===== config.mk =====
export PLATFORM = sky130hd
export DESIGN_NAME = json_message_classifier
export DESIGN_NICKNAME = d
export VERILOG_FILES = /design/src/rtl/core/jmc_pkg.sv /design/src/rtl/core/jmc_input_stage.sv /design/src/rtl/core/jmc_parser.sv /design/src/rtl/core/json_message_classifier.sv
export SDC_FILE = /design/constraint.sdc
export NUM_CORES = 1
export LEC_CHECK = 0
export BUFFER_PORTS_ARGS = -buffer_cell sky130_fd_sc_hd__buf_2
export CAP_MARGIN = 30
export CORE_MARGIN = 3
export CORE_UTILIZATION = 39
export CTS_CLUSTER_DIAMETER = 100
export DETAILED_ROUTE_END_ITERATION = 10
export GPL_TIMING_DRIVEN = 0
export REMOVE_ABC_BUFFERS = 1
export SLEW_MARGIN = 30
export SYNTH_ARGS = -nofsm -noshare
export SYNTH_HDL_FRONTEND = slang
export SYNTH_SLANG_ARGS = --single-unit

===== constraint.sdc =====
create_clock -name clk -period 5.03 [get_ports clk]
set_input_delay 0 -clock clk [delete_from_list [all_inputs] [get_ports clk]]
set_output_delay 0 -clock clk [all_outputs]
set_load 0.01 [all_outputs]

===== src/rtl/core/jmc_pkg.sv =====
`default_nettype none
package jmc_pkg;

  localparam logic [4:0] ST_ROOT      = 5'd0;
  localparam logic [4:0] ST_OBJ_OPEN  = 5'd1;
  localparam logic [4:0] ST_KEY_REQ   = 5'd2;
  localparam logic [4:0] ST_KEY       = 5'd3;
  localparam logic [4:0] ST_COLON     = 5'd4;
  localparam logic [4:0] ST_VALUE     = 5'd5;
  localparam logic [4:0] ST_ARR_OPEN  = 5'd6;
  localparam logic [4:0] ST_STR       = 5'd7;
  localparam logic [4:0] ST_NUM_MINUS = 5'd8;
  localparam logic [4:0] ST_NUM_ZERO  = 5'd9;
  localparam logic [4:0] ST_NUM_INT   = 5'd10;
  localparam logic [4:0] ST_NUM_DOT   = 5'd11;
  localparam logic [4:0] ST_NUM_FRAC  = 5'd12;
  localparam logic [4:0] ST_NUM_E     = 5'd13;
  localparam logic [4:0] ST_NUM_ESIGN = 5'd14;
  localparam logic [4:0] ST_NUM_EXP   = 5'd15;
  localparam logic [4:0] ST_LIT       = 5'd16;
  localparam logic [4:0] ST_AFTER     = 5'd17;
  localparam logic [4:0] ST_DONE      = 5'd18;

  localparam int KEY_COUNT = 9;
  localparam int KEY_CMD_BIT = 7;
  localparam int KEY_PROMPT_BIT = 8;
  localparam logic [8:0] KEY_ALL = 9'h1FF;
  localparam logic [6:0] HEARTBEAT_ALL = 7'h7F;

  typedef struct packed {
    logic       has_byte;
    logic [7:0] data_byte;
    logic       last;
  } beat_t;

  function automatic logic [7:0] key_char(input logic [3:0] k, input logic [3:0] p);
    logic [7:0] c;
    c = 8'h00;
    unique case (k)
      4'd0: c = (p == 4'd0) ? "t" : (p == 4'd1) ? "o" : (p == 4'd2) ? "t" :
                (p == 4'd3) ? "a" : (p == 4'd4) ? "l" : 8'h00;
      4'd1: c = (p == 4'd0) ? "r" : (p == 4'd1) ? "u" : (p == 4'd2) ? "n" :
                (p == 4'd3) ? "n" : (p == 4'd4) ? "i" : (p == 4'd5) ? "n" :
                (p == 4'd6) ? "g" : 8'h00;
      4'd2: c = (p == 4'd0) ? "w" : (p == 4'd1) ? "a" : (p == 4'd2) ? "i" :
                (p == 4'd3) ? "t" : (p == 4'd4) ? "i" : (p == 4'd5) ? "n" :
                (p == 4'd6) ? "g" : 8'h00;
      4'd3: c = (p == 4'd0) ? "m" : (p == 4'd1) ? "s" : (p == 4'd2) ? "g" : 8'h00;
      4'd4: c = (p == 4'd0) ? "e" : (p == 4'd1) ? "n" : (p == 4'd2) ? "t" :
                (p == 4'd3) ? "r" : (p == 4'd4) ? "i" : (p == 4'd5) ? "e" :
                (p == 4'd6) ? "s" : 8'h00;
      4'd5: c = (p == 4'd0) ? "t" : (p == 4'd1) ? "o" : (p == 4'd2) ? "k" :
                (p == 4'd3) ? "e" : (p == 4'd4) ? "n" : (p == 4'd5) ? "s" : 8'h00;
      4'd6: c = (p == 4'd0) ? "t" : (p == 4'd1) ? "o" : (p == 4'd2) ? "k" :
                (p == 4'd3) ? "e" : (p == 4'd4) ? "n" : (p == 4'd5) ? "s" :
                (p == 4'd6) ? "_" : (p == 4'd7) ? "t" : (p == 4'd8) ? "o" :
                (p == 4'd9) ? "d" : (p == 4'd10) ? "a" : (p == 4'd11) ? "y" : 8'h00;
      4'd7: c = (p == 4'd0) ? "c" : (p == 4'd1) ? "m" : (p == 4'd2) ? "d" : 8'h00;
      4'd8: c = (p == 4'd0) ? "p" : (p == 4'd1) ? "r" : (p == 4'd2) ? "o" :
                (p == 4'd3) ? "m" : (p == 4'd4) ? "p" : (p == 4'd5) ? "t" : 8'h00;
      default: c = 8'h00;
    endcase
    return c;
  endfunction

  function automatic logic [3:0] key_len(input logic [3:0] k);
    logic [3:0] l;
    unique case (k)
      4'd0: l = 4'd5;
      4'd1: l = 4'd7;
      4'd2: l = 4'd7;
      4'd3: l = 4'd3;
      4'd4: l = 4'd7;
      4'd5: l = 4'd6;
      4'd6: l = 4'd12;
      4'd7: l = 4'd3;
      4'd8: l = 4'd6;
      default: l = 4'd0;
    endcase
    return l;
  endfunction

  function automatic logic [7:0] lit_char(input logic [1:0] k, input logic [2:0] p);
    logic [7:0] c;
    c = 8'h00;
    unique case (k)
      2'd0: c = (p == 3'd1) ? "r" : (p == 3'd2) ? "u" : (p == 3'd3) ? "e" : 8'h00;
      2'd1: c = (p == 3'd1) ? "a" : (p == 3'd2) ? "l" : (p == 3'd3) ? "s" :
                (p == 3'd4) ? "e" : 8'h00;
      2'd2: c = (p == 3'd1) ? "u" : (p == 3'd2) ? "l" : (p == 3'd3) ? "l" : 8'h00;
      default: c = 8'h00;
    endcase
    return c;
  endfunction

  function automatic logic [2:0] lit_len(input logic [1:0] k);
    return (k == 2'd1) ? 3'd5 : 3'd4;
  endfunction

endpackage
`default_nettype wire


===== src/rtl/core/jmc_input_stage.sv =====
`default_nettype none
module jmc_input_stage (
  input  wire logic          clk,
  input  wire logic          rst,
  input  wire logic          in_valid,
  output logic               in_stall,
  input  wire jmc_pkg::beat_t in_beat,
  input  wire logic          core_stall,
  output logic               beat_valid,
  output jmc_pkg::beat_t     beat
);
  import jmc_pkg::*;

  assign in_stall = beat_valid && core_stall;

  always_ff @(posedge clk) begin
    if (rst) begin
      beat_valid <= 1'b0;
    end else if (!in_stall) begin
      beat_valid <= in_valid;
    end
    if (!in_stall && in_valid) begin
      beat <= in_beat;
    end
  end
endmodule
`default_nettype wire


===== src/rtl/core/jmc_parser.sv =====
`default_nettype none
module jmc_parser #(
  parameter int MAX_DEPTH = 16
) (
  input  wire logic           clk,
  input  wire logic           rst,
  input  wire logic           beat_valid,
  input  wire jmc_pkg::beat_t beat,
  output logic                core_stall,
  output logic                out_valid,
  input  wire logic           out_stall,
  output logic                out_class
);
  import jmc_pkg::*;

  localparam int DW = $clog2(MAX_DEPTH + 1);
  localparam int IW = (MAX_DEPTH > 1) ? $clog2(MAX_DEPTH) : 1;

  logic [4:0] gstate, gstate_next;
  logic [MAX_DEPTH-1:0] stack, stack_next;
  logic [DW-1:0] depth, depth_next;
  logic [1:0] upend, upend_next;
  logic [2:0] urange, urange_next;
  logic [8:0] cand, cand_next;
  logic [3:0] kpos, kpos_next;
  logic [2:0] lpos, lpos_next;
  logic [1:0] lkind, lkind_next;
  logic [6:0] hb, hb_next;
  logic prompt, prompt_next, cmd, cmd_next, failed, failed_next, vcmd, vcmd_next;

  logic take, fire;
  assign core_stall = out_valid && out_stall;
  assign take = beat_valid && !core_stall;
  assign fire = take && beat.last;

  always_comb begin
    logic [7:0] b;
    logic sp, dg, kind, nfail, ex, do_open, do_close, do_after, do_val, skey;
    logic [1:0] sr;
    logic [7:0] lo, hi;
    logic [8:0] matched;
    logic okind;
    b = beat.data_byte;
    sp = (b == 8'h20) || (b == 8'h09) || (b == 8'h0D) || (b == 8'h0A);
    dg = (b >= 8'h30) && (b <= 8'h39);
    ex = (b == 8'h65) || (b == 8'h45);
    kind = (depth == '0) ? 1'b0 : stack[IW'(depth - DW'(1))];
    gstate_next = gstate; stack_next = stack; depth_next = depth;
    upend_next = upend; urange_next = urange; cand_next = cand; kpos_next = kpos;
    lpos_next = lpos; lkind_next = lkind; hb_next = hb; prompt_next = prompt;
    cmd_next = cmd; failed_next = failed; vcmd_next = vcmd;
    nfail = 1'b0; do_open = 1'b0; okind = 1'b0; do_close = 1'b0;
    do_after = 1'b0; do_val = 1'b0; skey = 1'b0;
    sr = 2'd0; lo = 8'h80; hi = 8'hBF; matched = '0;
    if (beat.has_byte && !failed) begin
      if (gstate == ST_KEY || gstate == ST_STR) begin
        if (upend != 2'd0) begin
          if (urange == 3'd1) lo = 8'hA0;
          else if (urange == 3'd2) hi = 8'h9F;
          else if (urange == 3'd3) lo = 8'h90;
          else if (urange == 3'd4) hi = 8'h8F;
          if (b < lo || b > hi) sr = 2'd2;
          else begin
            urange_next = 3'd0;
            upend_next = upend - 2'd1;
          end
        end else if (b == 8'h22) sr = 2'd1;
        else if (b == 8'h5C || b < 8'h20) sr = 2'd2;
        else if (b < 8'h80) sr = 2'd0;
        else if (b >= 8'hC2 && b <= 8'hDF) upend_next = 2'd1;
        else if (b == 8'hE0) begin upend_next = 2'd2; urange_next = 3'd1; end
        else if (b == 8'hED) begin upend_next = 2'd2; urange_next = 3'd2; end
        else if (b >= 8'hE1 && b <= 8'hEF) upend_next = 2'd2;
        else if (b == 8'hF0) begin upend_next = 2'd3; urange_next = 3'd3; end
        else if (b >= 8'hF1 && b <= 8'hF3) upend_next = 2'd3;
        else if (b == 8'hF4) begin upend_next = 2'd3; urange_next = 3'd4; end
        else sr = 2'd2;
      end
      unique case (gstate)
        ST_ROOT: begin
          if (b == 8'h7B) do_open = 1'b1;
          else if (!sp) nfail = 1'b1;
        end
        ST_OBJ_OPEN: begin
          if (b == 8'h7D) do_close = 1'b1;
          else if (b == 8'h22) skey = 1'b1;
          else if (!sp) nfail = 1'b1;
        end
        ST_KEY_REQ: begin
          if (b == 8'h22) skey = 1'b1;
          else if (!sp) nfail = 1'b1;
        end
        ST_KEY: begin
          if (sr == 2'd2) nfail = 1'b1;
          else if (sr == 2'd1) begin
            for (int i = 0; i < KEY_COUNT; i++)
              matched[i] = cand[i] && (key_len(4'(i)) == kpos);
            if (matched[KEY_CMD_BIT]) begin cmd_next = 1'b1; vcmd_next = 1'b1; end
            if (depth == DW'(1)) begin
              hb_next = hb | matched[6:0];
              if (matched[KEY_PROMPT_BIT]) prompt_next = 1'b1;
            end
            gstate_next = ST_COLON;
          end else begin
            for (int i = 0; i < KEY_COUNT; i++)
              if (kpos >= key_len(4'(i)) || key_char(4'(i), kpos) != b)
                cand_next[i] = 1'b0;
            if (kpos < 4'd15) kpos_next = kpos + 4'd1;
          end
        end
        ST_COLON: begin
          if (b == 8'h3A) gstate_next = ST_VALUE;
          else if (!sp) nfail = 1'b1;
        end
        ST_VALUE: begin
          if (!sp) do_val = 1'b1;
        end
        ST_ARR_OPEN: begin
          if (b == 8'h5D) do_close = 1'b1;
          else if (!sp) do_val = 1'b1;
        end
        ST_STR: begin
          if (sr == 2'd2) nfail = 1'b1;
          else if (sr == 2'd1) gstate_next = ST_AFTER;
        end
        ST_LIT: begin
          if (lkind > 2'd2 || lpos >= lit_len(lkind) || lit_char(lkind, lpos) != b)
            nfail = 1'b1;
          else begin
            lpos_next = lpos + 3'd1;
            if (lpos + 3'd1 == lit_len(lkind)) gstate_next = ST_AFTER;
          end
        end
        ST_AFTER: do_after = 1'b1;
        ST_DONE: begin
          if (!sp) nfail = 1'b1;
        end
        ST_NUM_MINUS: begin
          if (b == 8'h30) gstate_next = ST_NUM_ZERO;
          else if (dg) gstate_next = ST_NUM_INT;
          else nfail = 1'b1;
        end
        ST_NUM_DOT: begin
          if (dg) gstate_next = ST_NUM_FRAC; else nfail = 1'b1;
        end
        ST_NUM_E: begin
          if (b == 8'h2B || b == 8'h2D) gstate_next = ST_NUM_ESIGN;
          else if (dg) gstate_next = ST_NUM_EXP;
          else nfail = 1'b1;
        end
        ST_NUM_ESIGN: begin
          if (dg) gstate_next = ST_NUM_EXP; else nfail = 1'b1;
        end
        ST_NUM_ZERO, ST_NUM_INT, ST_NUM_FRAC, ST_NUM_EXP: begin
          if (dg && gstate != ST_NUM_ZERO) gstate_next = gstate;
          else if (b == 8'h2E && (gstate == ST_NUM_ZERO || gstate == ST_NUM_INT))
            gstate_next = ST_NUM_DOT;
          else if (ex && gstate != ST_NUM_EXP) gstate_next = ST_NUM_E;
          else begin
            gstate_next = ST_AFTER;
            do_after = 1'b1;
          end
        end
        default: nfail = 1'b1;
      endcase
      if (skey) begin
        cand_next = KEY_ALL; kpos_next = 4'd0; upend_next = 2'd0;
        urange_next = 3'd0; gstate_next = ST_KEY;
      end
      if (do_val) begin
        vcmd_next = 1'b0;
        if (vcmd && b != 8'h22) nfail = 1'b1;
        else if (b == 8'h7B) do_open = 1'b1;
        else if (b == 8'h5B) begin do_open = 1'b1; okind = 1'b1; end
        else if (b == 8'h22) begin
          upend_next = 2'd0; urange_next = 3'd0; gstate_next = ST_STR;
        end else if (b == 8'h74 || b == 8'h66 || b == 8'h6E) begin
          lkind_next = (b == 8'h74) ? 2'd0 : (b == 8'h66) ? 2'd1 : 2'd2;
          lpos_next = 3'd1;
          gstate_next = ST_LIT;
        end else if (b == 8'h2D) gstate_next = ST_NUM_MINUS;
        else if (b == 8'h30) gstate_next = ST_NUM_ZERO;
        else if (dg) gstate_next = ST_NUM_INT;
        else nfail = 1'b1;
      end
      if (do_after && !sp) begin
        if (b == 8'h2C) gstate_next = kind ? ST_VALUE : ST_KEY_REQ;
        else if ((b == 8'h7D && !kind) || (b == 8'h5D && kind)) do_close = 1'b1;
        else nfail = 1'b1;
      end
      if (do_open) begin
        if (depth >= DW'(MAX_DEPTH)) nfail = 1'b1;
        else begin
          stack_next[IW'(depth)] = okind;
          depth_next = depth + DW'(1);
          gstate_next = okind ? ST_ARR_OPEN : ST_OBJ_OPEN;
        end
      end
      if (do_close) begin
        depth_next = (depth != '0) ? depth - DW'(1) : depth;
        gstate_next = (depth_next == '0) ? ST_DONE : ST_AFTER;
      end
      if (nfail) failed_next = 1'b1;
    end
  end

  always_ff @(posedge clk) begin
    if (rst || fire) begin
      gstate <= ST_ROOT; stack <= '0; depth <= '0; upend <= 2'd0; urange <= 3'd0;
      cand <= KEY_ALL; kpos <= 4'd0; lpos <= 3'd0; lkind <= 2'd0; hb <= 7'd0;
      prompt <= 1'b0; cmd <= 1'b0; failed <= 1'b0; vcmd <= 1'b0;
    end else if (take) begin
      gstate <= gstate_next; stack <= stack_next; depth <= depth_next;
      upend <= upend_next; urange <= urange_next; cand <= cand_next;
      kpos <= kpos_next; lpos <= lpos_next; lkind <= lkind_next; hb <= hb_next;
      prompt <= prompt_next; cmd <= cmd_next; failed <= failed_next;
      vcmd <= vcmd_next;
    end
    if (rst) begin
      out_valid <= 1'b0;
    end else if (!core_stall) begin
      out_valid <= fire;
    end
    if (fire) begin
      out_class <= !(!failed_next && gstate_next == ST_DONE && !cmd_next &&
                     hb_next == HEARTBEAT_ALL && !prompt_next);
    end
  end
endmodule
`default_nettype wire


===== src/rtl/core/json_message_classifier.sv =====
`default_nettype none
// channel | signals                                | beat
// in      | in_valid, in_stall, has_byte, data_byte, last | one byte or end marker
// out     | out_valid, out_stall, message_class    | one class per message
// One beat accepted per cycle unless the result is stalled; class is registered.
// Input register and result register each advance unless the result is stalled.
// rst is synchronous and returns the parser to expect-root-object.
module json_message_classifier #(
  parameter int MAX_DEPTH = 16
) (
  input  wire logic       clk,
  input  wire logic       rst,
  input  wire logic       in_valid,
  output logic            in_stall,
  input  wire logic       has_byte,
  input  wire logic [7:0] data_byte,
  input  wire logic       last,
  output logic            out_valid,
  input  wire logic       out_stall,
  output logic            message_class
);
  import jmc_pkg::*;

  beat_t in_beat, beat;
  logic beat_valid, core_stall;

  assign in_beat = '{has_byte: has_byte, data_byte: data_byte, last: last};

  jmc_input_stage u_in (
    .clk(clk), .rst(rst), .in_valid(in_valid), .in_stall(in_stall),
    .in_beat(in_beat), .core_stall(core_stall), .beat_valid(beat_valid), .beat(beat)
  );

  jmc_parser #(.MAX_DEPTH(MAX_DEPTH)) u_parse (
    .clk(clk), .rst(rst), .beat_valid(beat_valid), .beat(beat),
    .core_stall(core_stall), .out_valid(out_valid), .out_stall(out_stall),
    .out_class(message_class)
  );
endmodule
`default_nettype wire

# Word-level counts from Yosys, hierarchy flattened
# Cells that the tools add are included.
[totals] regBits=73 inputBits=14 out_inout_bits=3 word_cells=621
[op_classes] add_sub_neg=5 n_lt_le_gt_ge=24 n_eq_ne=92 muxes=361 bitwise_logic=6 n_reduce_logical=105
[ops] operator="$mux 8" count=101
[ops] operator="$mux 4" count=45
[ops] operator="$mux 5" count=36
[ops] operator="$mux 7" count=16
[ops] operator="$mux 3" count=29
[ops] operator="$mux 1" count=83
[ops] operator="$eq 8x7->1 const B" count=10
[ops] operator="$ne 8x8->1" count=10
[ops] operator="$mux 2" count=36
[ops] operator="$reduce_and 6->1" count=11
[ops] operator="$eq 8x6->1 const B" count=8
[ops] operator="$pmux 5 s9" count=1
[ops] operator="$eq 5x4->1 const B" count=8
[ops] operator="$mux 9" count=4
[ops] operator="$eq 8x8->1 const B" count=4
[ops] operator="$reduce_bool 2->1" count=16
[ops] operator="$logic_and 1x1->1" count=31
[ops] operator="$eq 8x4->1 const B" count=3
[ops] operator="$ge 8x8->1 const B" count=3
[ops] operator="$le 8x8->1 const B" count=3
[ops] operator="$logic_or 1x1->1" count=24
[ops] operator="$pmux 8 s3" count=1
[ops] operator="$eq 4x4->1" count=5
[ops] operator="$eq 5x3->1 const B" count=4
[ops] operator="other kinds (55)" count=101

# Depth between registers and ports, before layout
[logic_depth] ltp_word=40 ltp_mapped=13 depth_no_buf=12

# Modules after synthesis
# From an unflattened synthesis, not the netlist that was laid out.
[hier_totals] hier_cells=936 hier_area_um2=6916.6
[by_module_without_submodules] module="jmc_parser" n_inst=1 cells_each=921 area_each_um2=6570.1 seq_area_each_um2=1251.2
[by_module_without_submodules] module="jmc_input_stage" n_inst=1 cells_each=15 area_each_um2=346.6 seq_area_each_um2=320.3

# Least setup slack after synthesis
# OpenSTA, ideal clock, no wires.
[synth_path] path_kind="register -> register" startpoint="reg u_parse.lpos[1]" endpoint="reg u_parse.out_class (data pin)" setup_time_ns=0.263 arrival_ns=2.828 t_required_ns=4.767 setup_slack_ns=1.939 path_stages_with_launch=13 n_path_buf=1 period_less_slack_ns=3.091 cell_sequence="dfxtp_1 -> inv_1 -> ha_1 -> clkbuf_1 -> or3b_1 -> a21oi_1 -> mux2_2 -> nand4b_1 -> nor3_1 -> nor3_1 -> a2111oi_4 -> o2111ai_1 -> a2111o_1"
[synth_between] elab_chain_len=35 elab_cells_between_ends=68 classes_between="add/sub: 1; order compare: 1; eq/ne: 7; mux: 51; reduce/logical: 8"
[synth_lines] item="from (decl)" line_no="jmc_parser.sv:26" source="logic [2:0] lpos, lpos_next;"
[synth_lines] item="from (signal assigned)" line_no="jmc_parser.sv:215" source="kpos <= kpos_next; lpos <= lpos_next; lkind <= lkind_next; hb <= hb_next;"
[synth_lines] item="parallel branches: the longest is 30 deep, another holds $pmux 5 s9"
[synth_lines] item="$logic_and 1x1->1 (*) (3 in series)" line_no="jmc_parser.sv:225" source="out_class <= !(!failed_next && gstate_next == ST_DONE && !cmd_next &&"
[synth_lines] item="$logic_and 1x1->1 (*)" line_no="jmc_parser.sv:226" source="hb_next == HEARTBEAT_ALL && !prompt_next);"
[synth_lines] item="$logic_not 1->1 (*)" line_no="jmc_parser.sv:225"
[synth_lines] item="to (signal assigned)" line_no="jmc_parser.sv:225"
[synth_lines] item="to (decl)" line_no="jmc_parser.sv:12" source="output logic out_class"
# Mark *: on every way between the ends. The select of a mux whose other input is x is not followed.
# A chain may end at the register's enable or synchronous reset.

# Worst setup path after layout
[layout_path] startpoint="reg u_in.beat[8] (netlist name)" endpoint="reg u_parse.out_class (data pin)"
[layout_between] elab_chain_len=40 elab_cells_between_ends=191 classes_between="order compare: 12; eq/ne: 31; mux: 117; reduce/logical: 31"
[layout_lines] item="$ge 8x8->1 (tied with other cells)" line_no="jmc_parser.sv:75" source="else if (b >= 8'hF1 && b <= 8'hF3) upend_next = 2'd3;"
[layout_lines] item="$logic_and 1x1->1 / $mux 2 (equally long branches)" line_no="jmc_parser.sv:75, jmc_parser.sv:76"
[layout_lines] item="$mux 2" line_no="jmc_parser.sv:75"
[layout_lines] item="$mux 2" line_no="jmc_parser.sv:74" source="else if (b == 8'hF0) begin upend_next = 2'd3; urange_next = 3'd3; end"
[layout_lines] item="$mux 2" line_no="jmc_parser.sv:73" source="else if (b >= 8'hE1 && b <= 8'hEF) upend_next = 2'd2;"
[layout_lines] item="$mux 2" line_no="jmc_parser.sv:72" source="else if (b == 8'hED) begin upend_next = 2'd2; urange_next = 3'd2; end"
[layout_lines] item="$mux 2" line_no="jmc_parser.sv:71" source="else if (b == 8'hE0) begin upend_next = 2'd2; urange_next = 3'd1; end"
[layout_lines] item="$mux 2" line_no="jmc_parser.sv:70" source="else if (b >= 8'hC2 && b <= 8'hDF) upend_next = 2'd1;"
[layout_lines] item="[... 22 more ...]"
[layout_lines] item="$mux 5 / $mux 1 (equally long branches)" line_no="jmc_parser.sv:192, jmc_parser.sv:191"
[layout_lines] item="$mux 5 / $mux 1 (equally long branches)" line_no="jmc_parser.sv:191, jmc_parser.sv:55"
[layout_lines] item="$mux 5 / $mux 1 (equally long branches)" line_no="jmc_parser.sv:199, jmc_parser.sv:203"
[layout_lines] item="$mux 5 / $mux 1 (equally long branches)" line_no="jmc_parser.sv:55" source="if (beat.has_byte && !failed) begin"
[layout_lines] item="$eq 5x5->1 / $logic_not 1->1 (equally long branches)" line_no="jmc_parser.sv:225"
[layout_lines] item="$logic_and 1x1->1 (3 in series)" line_no="jmc_parser.sv:225"
[layout_lines] item="$logic_and 1x1->1 (*)" line_no="jmc_parser.sv:226"
[layout_lines] item="$logic_not 1->1 (*)" line_no="jmc_parser.sv:225"
# Every way passes the cells marked *; elsewhere a longest branch is shown, timed or not. The select of a mux whose other input is x is not followed.

==> reports/results.txt <==
Setup TNS - 0 ns
Largest net degree at the start of global routing - 38
Slew @ Worst Pin - 0.962 ns
WHS - 0.172 ns
CP bufs+invs - 0
Root Driver - clkbuf_16
Initial DRC count - 720
P_int - 0.00103 W
Worst Reg-to-Reg Cells - 8
Total number of vias - 7309
Reg-to-Reg End - u_parse.out_class$_DFFE_PP_
Tot GR Track Use - 22.0%
Slowest cell on the critical path - edfxtp_1
Most used DFF post-synth - dfxtp_1
Maximum VDD drop - 0.000171 V
DRT Pass-1 Iters - 5
Synthesis Warnings - 0
First-pass GRT wire length - 35.6 mm
Seq pwr share - 42.8%
Xor and xnor area share after synthesis - 4.10%
Status - finished, final reports clean
Crit Path Max Fanout - 23
Worst reg2reg startpoint - u_in.beat[8]$_DFFE_PP_
Num CTS Buffers - 9
WL final - 21.6 mm
Seq/Total Area, Yosys - 23.0%
Io pins - 17
Clock share of power - 44.3%
Die H - 138 um
Initial antenna violation count - 0
Cell family with most CP delay - simple AND/OR/NAND/NOR gates
Tightest Hold Check Type - input port to flip-flop
Slew Limit Fails - 0
Cell Pwr Density - 196 nW/um^2
Clock tree buffer depth - 2
Slew headroom - 35.6%
Number of diodes - 0
Synth Area in Compound Gates - 28.1%
Commonest cells post-synth - 112 x nor2_1, 97 x nand2_1, 91 x a21oi_1, 67 x o21ai_0, 62 x dfxtp_1
Core outline area - 16900 um^2
Final GP Congestion - 0.928
Hold Path Cell Cnt - 6
Clock skew - 0.0112 ns
Share of cells above drive strength 1 - 8.69%
Hold endpoint - u_parse.cmd$_SDFFE_PP0P_
Worst hold start - out_stall
Element type at the critical path start - flip-flop
Setup Viol. Count Final - 0
Final #Nets - 972
Clock Pin Slew Worst Setup and Hold Paths - 0.07 ns
Final Hold Fails - 0
Layout Cells excl Fill - 1164
Initial core utilization - 40.5%
Largest family of logic cells by synthesized area - simple AND/OR/NAND/NOR gates
Vias in the first global route - 6679
# DRC - 0
TritonCTS Sinks - 73
Post-synthesis simple-gate area fraction - 31.4%
Post-synth cell types - 90
FF+latch count, synth - 73
Min Clock Period, post-route - 4.01 ns
Area growth syn-to-layout - 9.50%
Post-synth EDFFs - 11
Mapped cell area - 6830 um^2
CP most frequent cell - nand3_1
H-tree Lvls - 3
Period utilization - 79.8%
Post-Synth Adder-Cell Area - 3.48%
Die Span X - 138 um
Remaining Overflow, GRT - 0
Worst path depth - 8
Combinational power share - 12.9%
Most common cell in the synthesized netlist - nor2_1
Synth async-reset ratio - 0%
CP required - 5.12 ns
Critical Path Max Stage Delay - 0.76 ns
CTS tree - yes
Type of the worst setup path - flip-flop to flip-flop
Port buffer count - 16
CTS resizes - 0
Achievable frequency - 249 MHz
Reg-to-reg slack, setup - 1.02 ns
Routed vias/inst - 6.28
Post-Synthesis Cells - 965
NetSw - 0.000439 W
Placed instance count - 1134
Switching part of the total - 30.0%
CP arrival - 4.10 ns
Leakage - 2.58 nW
Cell row count - 47
Clk_lat worst skew - 0.35 ns
WL/cell - 18.6 um
Maxcap violations - 0
Multiplexer share of the synthesized area - 3.41%
Nature of the critical path endpoint - flip-flop
Final HPWL DP - 15.2 mm
Top cell type's share of synthesized area - 18.2%
Area contributors post-synth - dfxtp_1 18%, a21oi_1 6.7%, nor2_1 6.2%
Critical-path cell list - nor4b_4 -> nand3_1 -> nor4_2 -> and3_1 -> a21oi_1 -> a2111oi_0 -> nand3_1 -> a2111o_1
Cell taking the most area after synthesis - dfxtp_1
Antenna-violating nets left - 0
Die ar. - 19100 um^2
RSZ-0062 raised after global routing - no
Mean Syn Cell Area - 7.08 um^2
[flip-flops by register name (all words and copies together) (netlist names), 2 cells and up]
signal,flops
u_parse.lpos,3
u_parse.hb,7
u_parse.upend,2
u_in.beat,10
u_parse.cand,9
u_parse.lkind,2
u_parse.gstate,5
u_parse.urange,3
u_parse.stack,16
u_parse.depth,5
u_parse.kpos,4
[layout by cell type (no fill, tap or decap), drive strengths merged, types with 8 or more instances in the layout]
cell and instances:
or2 8, edfxtp 11, xnor2 24, and3 10, ha 19, and2 9, nand4 10, dfxtp 62
nor2b 13, inv 34, o22ai 11, o211ai 10, buf 28, or3 11, o21ai 73, a31oi 11
a21oi 91, nand3 25, mux2i 12, o2111ai 8, nand4b 9, dlygate4sd3 14, nand2b 18, a22oi 8
clkbuf 9, o21a 8, a211oi 19, xor2 8, nor3 48, nand2 98, nor2 112, nor4 12
[tightest hold or removal path: stages]
cell	delay, ns
buf_2	0.08
nand2_1	0.07
nand2_1	0.12
nor2_1	0.07
nor2_1	0.08
nor2_1	0.04
[layer usage]
metal / share of wire (%) / track usage [%]
met5: 0 / 0
met4: 2.8 / 7.80
met3: 6.8 / 3.87
met2: 46 / 35.0
met1: 44 / 30.2
[kinds of logic (layout without fill, tap and decap cells)]
family          Yosys count  in the layout
mux                      18             18
flops                    73             73
fa+ha+maj                19             19
simple gates            416            416
xor+xnor                 32             32
buf+inv                 110             89
compound gates          297            297
[worst max path at each step]
| stage | startpoint | to | slack [ns] |
|---|---|---|---|
| 2_1_floorplan | u_in.beat[3]$_DFFE_PP_ | u_parse.out_class$_DFFE_PP_ | 1.58 |
| 3_3_place_gp | u_parse.gstate[2]$_SDFFE_PP0P_ | u_parse.gstate[2]$_SDFFE_PP0P_ | 0.48 |
| 3_5_place_dp | u_in.beat[8]$_DFFE_PP_ | u_parse.out_class$_DFFE_PP_ | 1.10 |
| 4_1_cts | u_in.beat[8]$_DFFE_PP_ | u_parse.out_class$_DFFE_PP_ | 1.07 |
| 5_1_grt | u_in.beat[8]$_DFFE_PP_ | u_parse.out_class$_DFFE_PP_ | 0.73 |
| 6_report | u_in.beat[8]$_DFFE_PP_ | u_parse.out_class$_DFFE_PP_ | 1.02 |
[power by group through the flow]
stage / combinational (W) / sequential [W] / clock [W]
3_3_place_gp: 0.000146 / 0.000657 / 0
3_5_place_dp: 0.000177 / 0.000638 / 0
2_1_floorplan: 0.000108 / 0.000640 / 0
6_report: 0.000189 / 0.000627 / 0.000650
4_1_cts: 0.000186 / 0.000625 / 0.000661
5_1_grt: 0.000207 / 0.000628 / 0.000687
[cell type report]
class	count	area (um^2)
inverter	31	116
sequential	73	1580
clock buffer	9	225
fill	1698	9390
multi-input combinational	782	4840
clock inverter	7	71.3
tap	220	275
timing repair buffer	42	379
[metrics by stage]
step | power (W) | utilization [%] | cell area (um^2) | setup WS (ns)
5_1_grt | 0.00152 | 44.3 | 7480 | 0.728
6_report | 0.00147 | 44.3 | 7480 | 1.02
4_1_cts | 0.00147 | 44.3 | 7480 | 1.07
3_3_place_gp | 0.000803 | 40.6 | 6860 | 0.476
3_5_place_dp | 0.000815 | 41.7 | 7040 | 1.10
2_1_floorplan | 0.000748 | - | 6500 | 1.58
[what timing repair did]
item	CTS	global route
hold buffers	14	0
buffers inserted	0	0
setup endpoints to repair	0	0
endpoints found under the hold margin	13	0
Note: power is estimated with default switching activity, not from simulation.
